<file path="src/rtl/ihrc_pkg.sv">
`default_nettype none
package ihrc_pkg;

  // one header word with its framing
  typedef struct packed {
    logic        start_of_header;
    logic [15:0] header_word;
    logic [15:0] ether_type;
  } ihrc_in_t;

  // one verdict per complete header
  typedef struct packed {
    logic [2:0] verdict;
    logic [5:0] header_bytes;
    logic [7:0] protocol;
  } ihrc_out_t;

  localparam logic [15:0] ETHERTYPE_IPV4 = 16'h0800;
  localparam logic [3:0]  HEADER_WORDS   = 4'd10;
  localparam logic [15:0] SUM_GOOD       = 16'hffff;
  localparam logic [3:0]  MIN_IHL        = 4'd5;
  localparam logic [3:0]  IP_VERSION     = 4'd4;
  localparam logic [3:0]  PROTO_WORD     = 4'd4;

  localparam logic [2:0] VERDICT_ACCEPT      = 3'd0;
  localparam logic [2:0] VERDICT_BAD_TYPE    = 3'd1;
  localparam logic [2:0] VERDICT_BAD_VERSION = 3'd2;
  localparam logic [2:0] VERDICT_SHORT_IHL   = 3'd3;
  localparam logic [2:0] VERDICT_BAD_SUM     = 3'd4;

endpackage
`default_nettype wire

</file>
<file path="src/rtl/ipv4_header_rx_check.sv">
`default_nettype none
// channel   valid      ready      payload           direction
// hdr       hdr_valid  hdr_ready  hdr  (ihrc_in_t)   in, one header word per request
// res       res_valid  res_ready  res  (ihrc_out_t)  out, one verdict per header
//
// one header word per clock sustained while res is not stalled; the verdict for the
// tenth word passes through the input register, then the result register
// the running sum is one 16-bit add with end-around fold between the registers
// rst is synchronous and clears the header state and both valid flags
// a stall on res backs up through the input register to hdr_ready; while the
// result register waits, no word is processed, but one can still be held
module ipv4_header_rx_check (
  input  wire logic               clk,
  input  wire logic               rst,
  input  wire logic               hdr_valid,
  output logic                    hdr_ready,
  input  wire ihrc_pkg::ihrc_in_t hdr,
  output logic                    res_valid,
  input  wire logic               res_ready,
  output ihrc_pkg::ihrc_out_t     res
);
  import ihrc_pkg::*;

  // input register
  logic     in_valid;
  ihrc_in_t in_item;

  // core outputs
  logic      core_done;
  ihrc_out_t core_result;

  // held word moves on when the result register can take whatever it makes
  logic advance;

  assign advance   = in_valid && (!res_valid || res_ready);
  assign hdr_ready = !in_valid || advance;

  always_ff @(posedge clk) begin
    if (rst) begin
      in_valid <= 1'b0;
    end else if (hdr_ready) begin
      in_valid <= hdr_valid;
    end
  end

  // payload register, no reset
  always_ff @(posedge clk) begin
    if (hdr_ready && hdr_valid) begin
      in_item <= hdr;
    end
  end

  // word count, running sum and captured header fields
  ihrc_core u_core (
    .clk    (clk),
    .rst    (rst),
    .en     (advance),
    .item   (in_item),
    .done   (core_done),
    .result (core_result)
  );

  // result register
  always_ff @(posedge clk) begin
    if (rst) begin
      res_valid <= 1'b0;
    end else if (advance) begin
      res_valid <= core_done;
    end else if (res_ready) begin
      res_valid <= 1'b0;
    end
  end

  always_ff @(posedge clk) begin
    if (advance && core_done) begin
      res <= core_result;
    end
  end

endmodule
`default_nettype wire

</file>
<file path="src/rtl/ihrc_core.sv">
`default_nettype none
module ihrc_core (
  input  wire logic               clk,
  input  wire logic               rst,
  input  wire logic               en,
  input  wire ihrc_pkg::ihrc_in_t item,
  output logic                    done,
  output ihrc_pkg::ihrc_out_t     result
);
  import ihrc_pkg::*;

  logic [3:0]  word_count;
  logic [15:0] running_sum;
  logic        type_ok;
  logic [3:0]  version_seen;
  logic [3:0]  ihl_seen;
  logic [7:0]  protocol_seen;

  logic        live;
  logic [3:0]  idx;
  logic [3:0]  word_count_next;
  logic [16:0] raw_sum;
  logic [15:0] running_sum_next;

  // a word without start counts only inside a header
  assign live = item.start_of_header ||
                ((word_count != 4'd0) && (word_count < HEADER_WORDS));
  assign idx  = item.start_of_header ? 4'd0 : word_count;
  assign word_count_next = idx + 4'd1;

  // ones'-complement add, one end-around fold is enough
  assign raw_sum = {1'b0, (item.start_of_header ? 16'h0000 : running_sum)} +
                   {1'b0, item.header_word};
  assign running_sum_next = raw_sum[15:0] + {15'd0, raw_sum[16]};

  assign done = live && (word_count_next == HEADER_WORDS);

  // the last word is never word 0 or the protocol word, so held fields are final
  always_comb begin
    if (!type_ok) begin
      result.verdict = VERDICT_BAD_TYPE;
    end else if (version_seen != IP_VERSION) begin
      result.verdict = VERDICT_BAD_VERSION;
    end else if (ihl_seen < MIN_IHL) begin
      result.verdict = VERDICT_SHORT_IHL;
    end else if (running_sum_next != SUM_GOOD) begin
      result.verdict = VERDICT_BAD_SUM;
    end else begin
      result.verdict = VERDICT_ACCEPT;
    end
    result.header_bytes = {ihl_seen, 2'b00};
    result.protocol     = protocol_seen;
  end

  always_ff @(posedge clk) begin
    if (rst) begin
      word_count    <= 4'd0;
      running_sum   <= 16'd0;
      type_ok       <= 1'b0;
      version_seen  <= 4'd0;
      ihl_seen      <= 4'd0;
      protocol_seen <= 8'd0;
    end else if (en && live) begin
      running_sum <= running_sum_next;
      word_count  <= done ? 4'd0 : word_count_next;
      if (item.start_of_header) begin
        type_ok <= (item.ether_type == ETHERTYPE_IPV4);
      end
      if (idx == 4'd0) begin
        version_seen <= item.header_word[15:12];
        ihl_seen     <= item.header_word[11:8];
      end
      if (idx == PROTO_WORD) begin
        protocol_seen <= item.header_word[7:0];
      end
    end
  end

endmodule
`default_nettype wire
</file>
<file path="config.mk">
export PLATFORM = sky130hd
export DESIGN_NAME = ipv4_header_rx_check
export DESIGN_NICKNAME = d
export VERILOG_FILES = /design/src/rtl/ihrc_pkg.sv /design/src/rtl/ipv4_header_rx_check.sv /design/src/rtl/ihrc_core.sv
export SDC_FILE = /design/constraint.sdc
export NUM_CORES = 1
export LEC_CHECK = 0
export BUFFER_PORTS_ARGS = -buffer_cell sky130_fd_sc_hd__buf_2
export CAP_MARGIN = 10
export CORE_MARGIN = 2
export CORE_UTILIZATION = 35
export CTS_BUF_LIST = sky130_fd_sc_hd__clkbuf_4
export CTS_CLUSTER_SIZE = 14
export DETAILED_ROUTE_END_ITERATION = 6
export PLACE_DENSITY = 0.62
export SETUP_SLACK_MARGIN = 0.1
export SLEW_MARGIN = 20
export SYNTH_ARGS = -nofsm -noshare
export SYNTH_HDL_FRONTEND = slang
export SYNTH_SLANG_ARGS = --single-unit
</file>
<file path="constraint.sdc">
create_clock -name clk -period 4.4 [get_ports clk]
set_input_delay 0.88 -clock clk [delete_from_list [all_inputs] [get_ports clk]]
set_output_delay 0.88 -clock clk [all_outputs]
set_load 0.1 [all_outputs]
</file>
==> results_dict.tcl, run 1 <==
set metrics [dict create \
    most-common-layout-cells "nor2_1, buf_2, edfxtp_1" \
    grt_usage 0.143 \
    place_congestion 0.856 \
    final_util 0.417 \
    synth-simple-area-share 0.181 \
    dpl_cell_area_mm2 0.00494 \
    power.leakage_nw 2.07 \
    peakVddDrop_v 0.000259 \
    fillCellCount 1196 \
    cts_hold_buf 0 \
    cts_tree "built" \
    fmax_ghz 0.248 \
    clockRootBuffer "clkbuf_4" \
    drive_above_1_share 0.257 \
    grt_pass1_wl_um 14800 \
    cts_buffer_depth 2 \
    crit_chain "buf_4 > nor2b_1 > ha_1 > nand3_2 > or2_4 > o211ai_1 > o211ai_1 > a21oi_2 > a21o_1 > a21o_1 > ha_1 > ha_2 > and3_4 > and4_4 > nand4_1 > xnor2_1 > nor4b_2 > a31oi_1" \
    yosysSeqAreaShare 0.503 \
    cp.arrival_ns 4.27 \
    fin_crit_sh 0.918 \
    postRouteAntennaNets 0 \
    layout_commonest_cell "nor2_1" \
    fin_setup_tns_ns 0 \
    insertion_delay_ns 0.47 \
    synthMuxAreaShare 0.0498 \
    fin_nets 532 \
    syn_area_per_cell_um2 10.9 \
    drt_first_pass_iters 4 \
    vias 3168 \
    stdcell_area_mm2 0.00520 \
    setup_viol 0 \
    synth-seq-cells 87 \
    grt_pass1_vias 3012 \
    grt_max_degree 40 \
    status "finished clean" \
    place.detailed.hpwl_um 6670 \
    synth_edf_count 48 \
    synth_top_family_by_area "simple AND/OR/NAND/NOR gates" \
    h-tree-depth 3 \
    relSlewSlack 0.466 \
    grt_overflow 0 \
    cts_buffers 9 \
    path_max_fanout 8 \
    drv_cap 0 \
    hold_class "flip-flop to flip-flop" \
    critPathBufInv 1 \
    netlist_instances 406 \
    slowest_stage "edfxtp_1" \
    rsz0062_at_grt "false" \
    area_growth_pct 17.5 \
    synthAdderAreaFrac 0.0640 \
    finalClockSkew_ns 0.0167 \
    coreArea_mm2 0.0125 \
    start_kind "flip-flop" \
    cp.required_ns 4.63 \
    remaining_drc_errors 0 \
    initial_core_util 0.355 \
    die_x_um 116 \
    end_kind "flip-flop" \
    cp_slowest_stage_delay_ns 0.43 \
    ys_types 68 \
    dieArea_mm2 0.0135 \
    netlist_area_mm2 0.00442 \
    yosys_warnings 0 \
    synth_xor_xnor_area_share 0.0507 \
    drt_wl_total_um 9180 \
    synth_flop_cell "edfxtp_1" \
    hold_viol 0 \
    power_density_mw_per_mm2 333 \
    die_h_um 116 \
    min_period_ns 4.04 \
    async_reset_ff_frac 0 \
    crit_type "flip-flop to flip-flop" \
    core.rowCount 41 \
    clk_pin_slew_ns 0.14 \
    wl_per_cell_um 14.1 \
    slew_violations 0 \
    antenna_found_initial 1 \
    worst_pin_slew_ns 0.801 \
    cp_top_family "simple AND/OR/NAND/NOR gates" \
    synth_compound_area_frac 0.122 \
    post_drt_via_cell_ratio 4.87 \
    io_pins 56 \
    portBuffers 53 \
    cts_num_sinks 87 \
    first_iter_violations 122 \
]
[state kept, by name, summed over array words and instances, names as in the netlist]
signal,flops
u_core.running_sum,16
res_valid,1
in_item,33
in_valid,1
u_core.protocol_seen,8
u_core.type_ok,1
u_core.word_count,4
res,15
u_core.ihl_seen,4
u_core.version_seen,4
[path summary, 6_finish.rpt]
kind / start / cells after the start / endpoint / slack, ns
worst max register to register: in_item[32]$_DFFE_PP_ / 18 / res[16]$_SDFFCE_PP0P_ / 0.36
worst min register to register: u_core.protocol_seen[1]$_SDFFE_PP0P_ / 0 / res[1]$_DFFE_PP_ / 0.45
worst min-delay path: u_core.protocol_seen[1]$_SDFFE_PP0P_ / 0 / res[1]$_DFFE_PP_ / 0.45
worst max-delay path: in_item[32]$_DFFE_PP_ / 18 / res[16]$_SDFFCE_PP0P_ / 0.36
[cell families after synthesis]
kind of cell / after synthesis
AND/OR/NAND/NOR: 150
flip-flops: 87
AO/OA/AOI/OAI: 73
buffers and inverters: 28
XOR/XNOR: 23
adder cells (fa/ha/maj): 22
multiplexers: 22
other: 1
[layout make-up]
class / count / area (µm²) / share of cell area
flip-flops and latches: 87 / 2220 / 0.428
well taps: 172 / 215 / 0.0414
inverters: 9 / 33.8 / 0.00650
clock buffers: 9 / 67.6 / 0.0130
clock inverters: 7 / 103 / 0.0197
diodes: 1 / 2.50 / 0.000481
repair buffers: 74 / 423 / 0.0814
multi-input cells: 292 / 2130 / 0.410
[per-layer routing]
layer	global-route usage	vias up	routed length, µm
met2	0.238	53	4360
met5	0	-	0
met1	0.183	1491	4380
met3	0.0400	13	301
li1	-	1611	-
met4	0.0429	0	136
[synth_stat cells, types with 8 or more instances]
cell / count / area, µm²
nor2_1: 54 / 203
edfxtp_1: 48 / 1440
a21oi_1: 15 / 75.1
nand2_1: 16 / 60.1
ha_1: 21 / 263
nor2b_1: 18 / 113
o211ai_1: 8 / 60.1
nand3_1: 10 / 50.1
mux2i_1: 22 / 220
xnor2_1: 11 / 96.3
xor2_1: 9 / 78.8
clkbuf_1: 11 / 41.3
inv_1: 8 / 30.0
dfxtp_1: 39 / 781
nor3_1: 10 / 50.1
[worst reg2reg max path, cell delays in order (launching register included)]
cell,delay [ns]
edfxtp_1,0.43
buf_4,0.19
nor2b_1,0.06
ha_1,0.36
nand3_2,0.10
or2_4,0.28
o211ai_1,0.18
o211ai_1,0.16
a21oi_2,0.22
a21o_1,0.13
a21o_1,0.12
ha_1,0.17
ha_2,0.21
and3_4,0.20
and4_4,0.28
nand4_1,0.13
xnor2_1,0.24
nor4b_2,0.24
a31oi_1,0.11
[what timing repair did]
action,in CTS,in global routing
endpoints found under the hold margin,0,0
buffers inserted,0,3
gates resized for setup,0,12
endpoints found under the setup margin,0,3
[report_power, final]
| group | internal (W) | total (W) | switching (W) |
|---|---|---|---|
| logic | 0.000122 | 0.000289 | 0.000167 |
| clock network | 0.000237 | 0.000524 | 0.000287 |
| registers | 0.000897 | 0.000916 | 0.0000196 |
| total | 0.00126 | 0.00173 | 0.000474 |
[through the flow]
| stage | hold slack [ns] | power [W] | std cells | setup WS, ns |
|---|---|---|---|---|
| final | 0.447 | 0.00173 | 651 | 0.363 |
| after global routing | 0.459 | 0.00182 | 651 | 0.0481 |
| after CTS | 0.448 | 0.00174 | 646 | 0.144 |
| after detailed placement | 0.416 | 0.00121 | 630 | 0.162 |
| after global placement | 0.412 | 0.00121 | 630 | 0.246 |
| after floorplan | 0.408 | 0.00114 | 407 | 0.107 |
Note: power is estimated with default switching activity, not from simulation.
==> run 2, diff against run 1 <==
Settings changed: ABC_AREA set to 1, BUFFER_PORTS_ARGS -buffer_cell sky130_fd_sc_hd__buf_2 to unset, CTS_CLUSTER_SIZE 14 to unset, DONT_BUFFER_PORTS set to 1, PLACE_DENSITY 0.62 to 0.58.
==> run 2 against run 1 <==
Against the previous run:
- count of clock-buffer cells in the layout stayed put
- via count is 20% higher
- clock skew is 0.0067 ns lower
- sequential power is 2% higher
- critical endpoint unchanged
- largest cell class unchanged
==> results_dict.tcl, run 2 <==
set metrics [dict create \
    status "finished clean" \
    layout_commonest_cell "nand2_1" \
    hold_viol 0 \
    insertion_delay_ns 0.45 \
    grt_pass1_wl_um 17900 \
    path_common_cell "nand2_1" \
    drive_above_1_share 0.0782 \
    post_cts_buffers 0 \
    h-tree-depth 3 \
    power.leakage_nw 2.20 \
    synth-simple-area-share 0.259 \
    cp.arrival_ns 4.16 \
    area_growth_pct 7.41 \
    synth_edf_count 48 \
    yosys_warnings 0 \
    synth-seq-cells 87 \
    netlist_area_mm2 0.00468 \
    fillCellCount 1383 \
    multi_input_area_mm2 0.00203 \
    setup_ws_ns 0.470 \
    regMostFlops "in_item" \
    rsz0062_at_grt "false" \
    hold_slack_ns 0.443 \
    syn_area_per_cell_um2 7.87 \
    vias 3787 \
    crit_type "flip-flop to flip-flop" \
    portBuffers 0 \
    grt_max_degree 34 \
    cts_hold_buf 0 \
    min_period_ns 3.93 \
    relSlewSlack 0.278 \
    place_congestion 0.926 \
    largest_reg_flops 33 \
    postRouteAntennaNets 0 \
    antenna_found_initial 0 \
    cts_tree "built" \
    synthTopCellsByArea "edfxtp_1, dfxtp_1, nand2_1" \
    die_x_um 120 \
    fin_setup_tns_ns 0 \
    worst_pin_slew_ns 1.08 \
    peakVddDrop_v 0.000207 \
    synth_top_area_share 0.308 \
    cts_num_sinks 87 \
    first_iter_violations 243 \
    synth.most_common_cell "nand2_1" \
    fmax_ghz 0.254 \
    top_regs "in_item (33), u_core.running_sum (16), res (15)" \
    cts.repair.resized 0 \
    power_density_mw_per_mm2 342 \
    drt_wl_total_um 11000 \
    cts_buffers 9 \
    synth_flop_cell "edfxtp_1" \
    synth_compound_area_frac 0.106 \
    cts_buffer_depth 2 \
    stdcell_area_mm2 0.00502 \
    die_h_um 120 \
    synthMuxAreaShare 0 \
    clockRootBuffer "clkbuf_4" \
    clk_pin_slew_ns 0.14 \
    yosysTopAreaCell "edfxtp_1" \
    initial_core_util 0.356 \
    coreArea_mm2 0.0131 \
    cp.required_ns 4.63 \
    whs_path_depth 0 \
    dpl_cell_area_mm2 0.00486 \
    async_reset_ff_frac 0 \
    hold_class "flip-flop to flip-flop" \
    n_antenna_cell 0 \
    most-common-layout-cells "nand2_1, inv_1, nor2_1" \
    fin_nets 655 \
    drt_first_pass_iters 4 \
    grt_usage 0.161 \
    finalClockSkew_ns 0.00994 \
    slew_violations 0 \
    drv_cap 0 \
    ff_latch_area_mm2 0.00222 \
    dieArea_mm2 0.0143 \
    core.rowCount 42 \
    place.detailed.hpwl_um 8780 \
    wl_per_cell_um 14.2 \
    fin_cells 777 \
    slowest_stage "edfxtp_1" \
    grt_pass1_vias 3717 \
    synth_top_family_by_area "simple AND/OR/NAND/NOR gates" \
    synthAdderAreaFrac 0.0605 \
    ff2ff_path_depth 27 \
    end_kind "flip-flop" \
    fin_crit_sh 0.893 \
    yosysSeqAreaShare 0.475 \
    pre_cts_ws_ns 0.354 \
    synth_xor_xnor_area_share 0.00749 \
    ys_types 33 \
    cp_slowest_stage_delay_ns 0.44 \
    start_kind "flip-flop" \
    path_max_fanout 18 \
    grt_overflow 0 \
    setup_viol 0 \
    netlist_instances 594 \
    io_pins 56 \
    dp.cells 760 \
    synth_common_cells "nand2_1, inv_1, nor2_1, edfxtp_1, nand3_1" \
    remaining_drc_errors 0 \
    post_drt_via_cell_ratio 4.87 \
]
run 2: critical path: cells and delay by family, from the launching register on:
kind	cells	cell delay (ns)
buffers and inverters	3	0.25
AND/OR/NAND/NOR	17	1.71
flip-flops	1	0.44
adder cells (fa/ha/maj)	4	0.90
AO/OA/AOI/OAI	3	0.39
run 2: power by group:
group	internal [W]	total (W)	switching [W]	leakage, nW
Sequential	0.000908	0.000934	0.0000267	0.780
Clock	0.000175	0.000445	0.000270	0.0805
Combinational	0.000101	0.000337	0.000236	1.34
run 2: cells by family after synthesis:
group | count (synthesis)
flops | 87
other cells | 1
simple gates | 276
xor+xnor | 4
buf+inv | 111
fa+ha+maj | 22
compound gates | 93
run 2: area by class of cell:
class / count / area share
Clock buffer: 9 / 0.0134
Sequential cell: 87 / 0.442
Clock inverter: 7 / 0.0142
Tap cell: 176 / 0.0438
Inverter: 96 / 0.0717
Timing Repair Buffer: 5 / 0.00996
Multi-Input combinational cell: 397 / 0.404
run 2: metal layers:
metal | global-route usage | up-vias | part of all wire
met4 | 0.0522 | 0 | 0.020
met3 | 0.0433 | 17 | 0.047
li1 | - | 1935 | -
met2 | 0.278 | 94 | 0.47
met5 | 0 | - | 0
met1 | 0.196 | 1741 | 0.46
run 2: path summary, 6_finish.rpt:
check / startpoint / to / slack (ns)
worst min register to register: u_core.protocol_seen[0]$_SDFFE_PP0P_ / res[0]$_DFFE_PP_ / 0.44
worst max-delay path: in_item[32]$_DFFE_PP_ / res[16]$_SDFFCE_PP0P_ / 0.47
worst min-delay path: u_core.protocol_seen[0]$_SDFFE_PP0P_ / res[0]$_DFFE_PP_ / 0.44
worst max register to register: in_item[32]$_DFFE_PP_ / res[16]$_SDFFCE_PP0P_ / 0.47
run 2: metrics by stage:
step                       util  total power, W
after floorplan               -         0.00120
after global placement    0.370         0.00128
after detailed placement  0.370         0.00128
after CTS                 0.381         0.00174
after global routing      0.382         0.00182
final                     0.382         0.00172
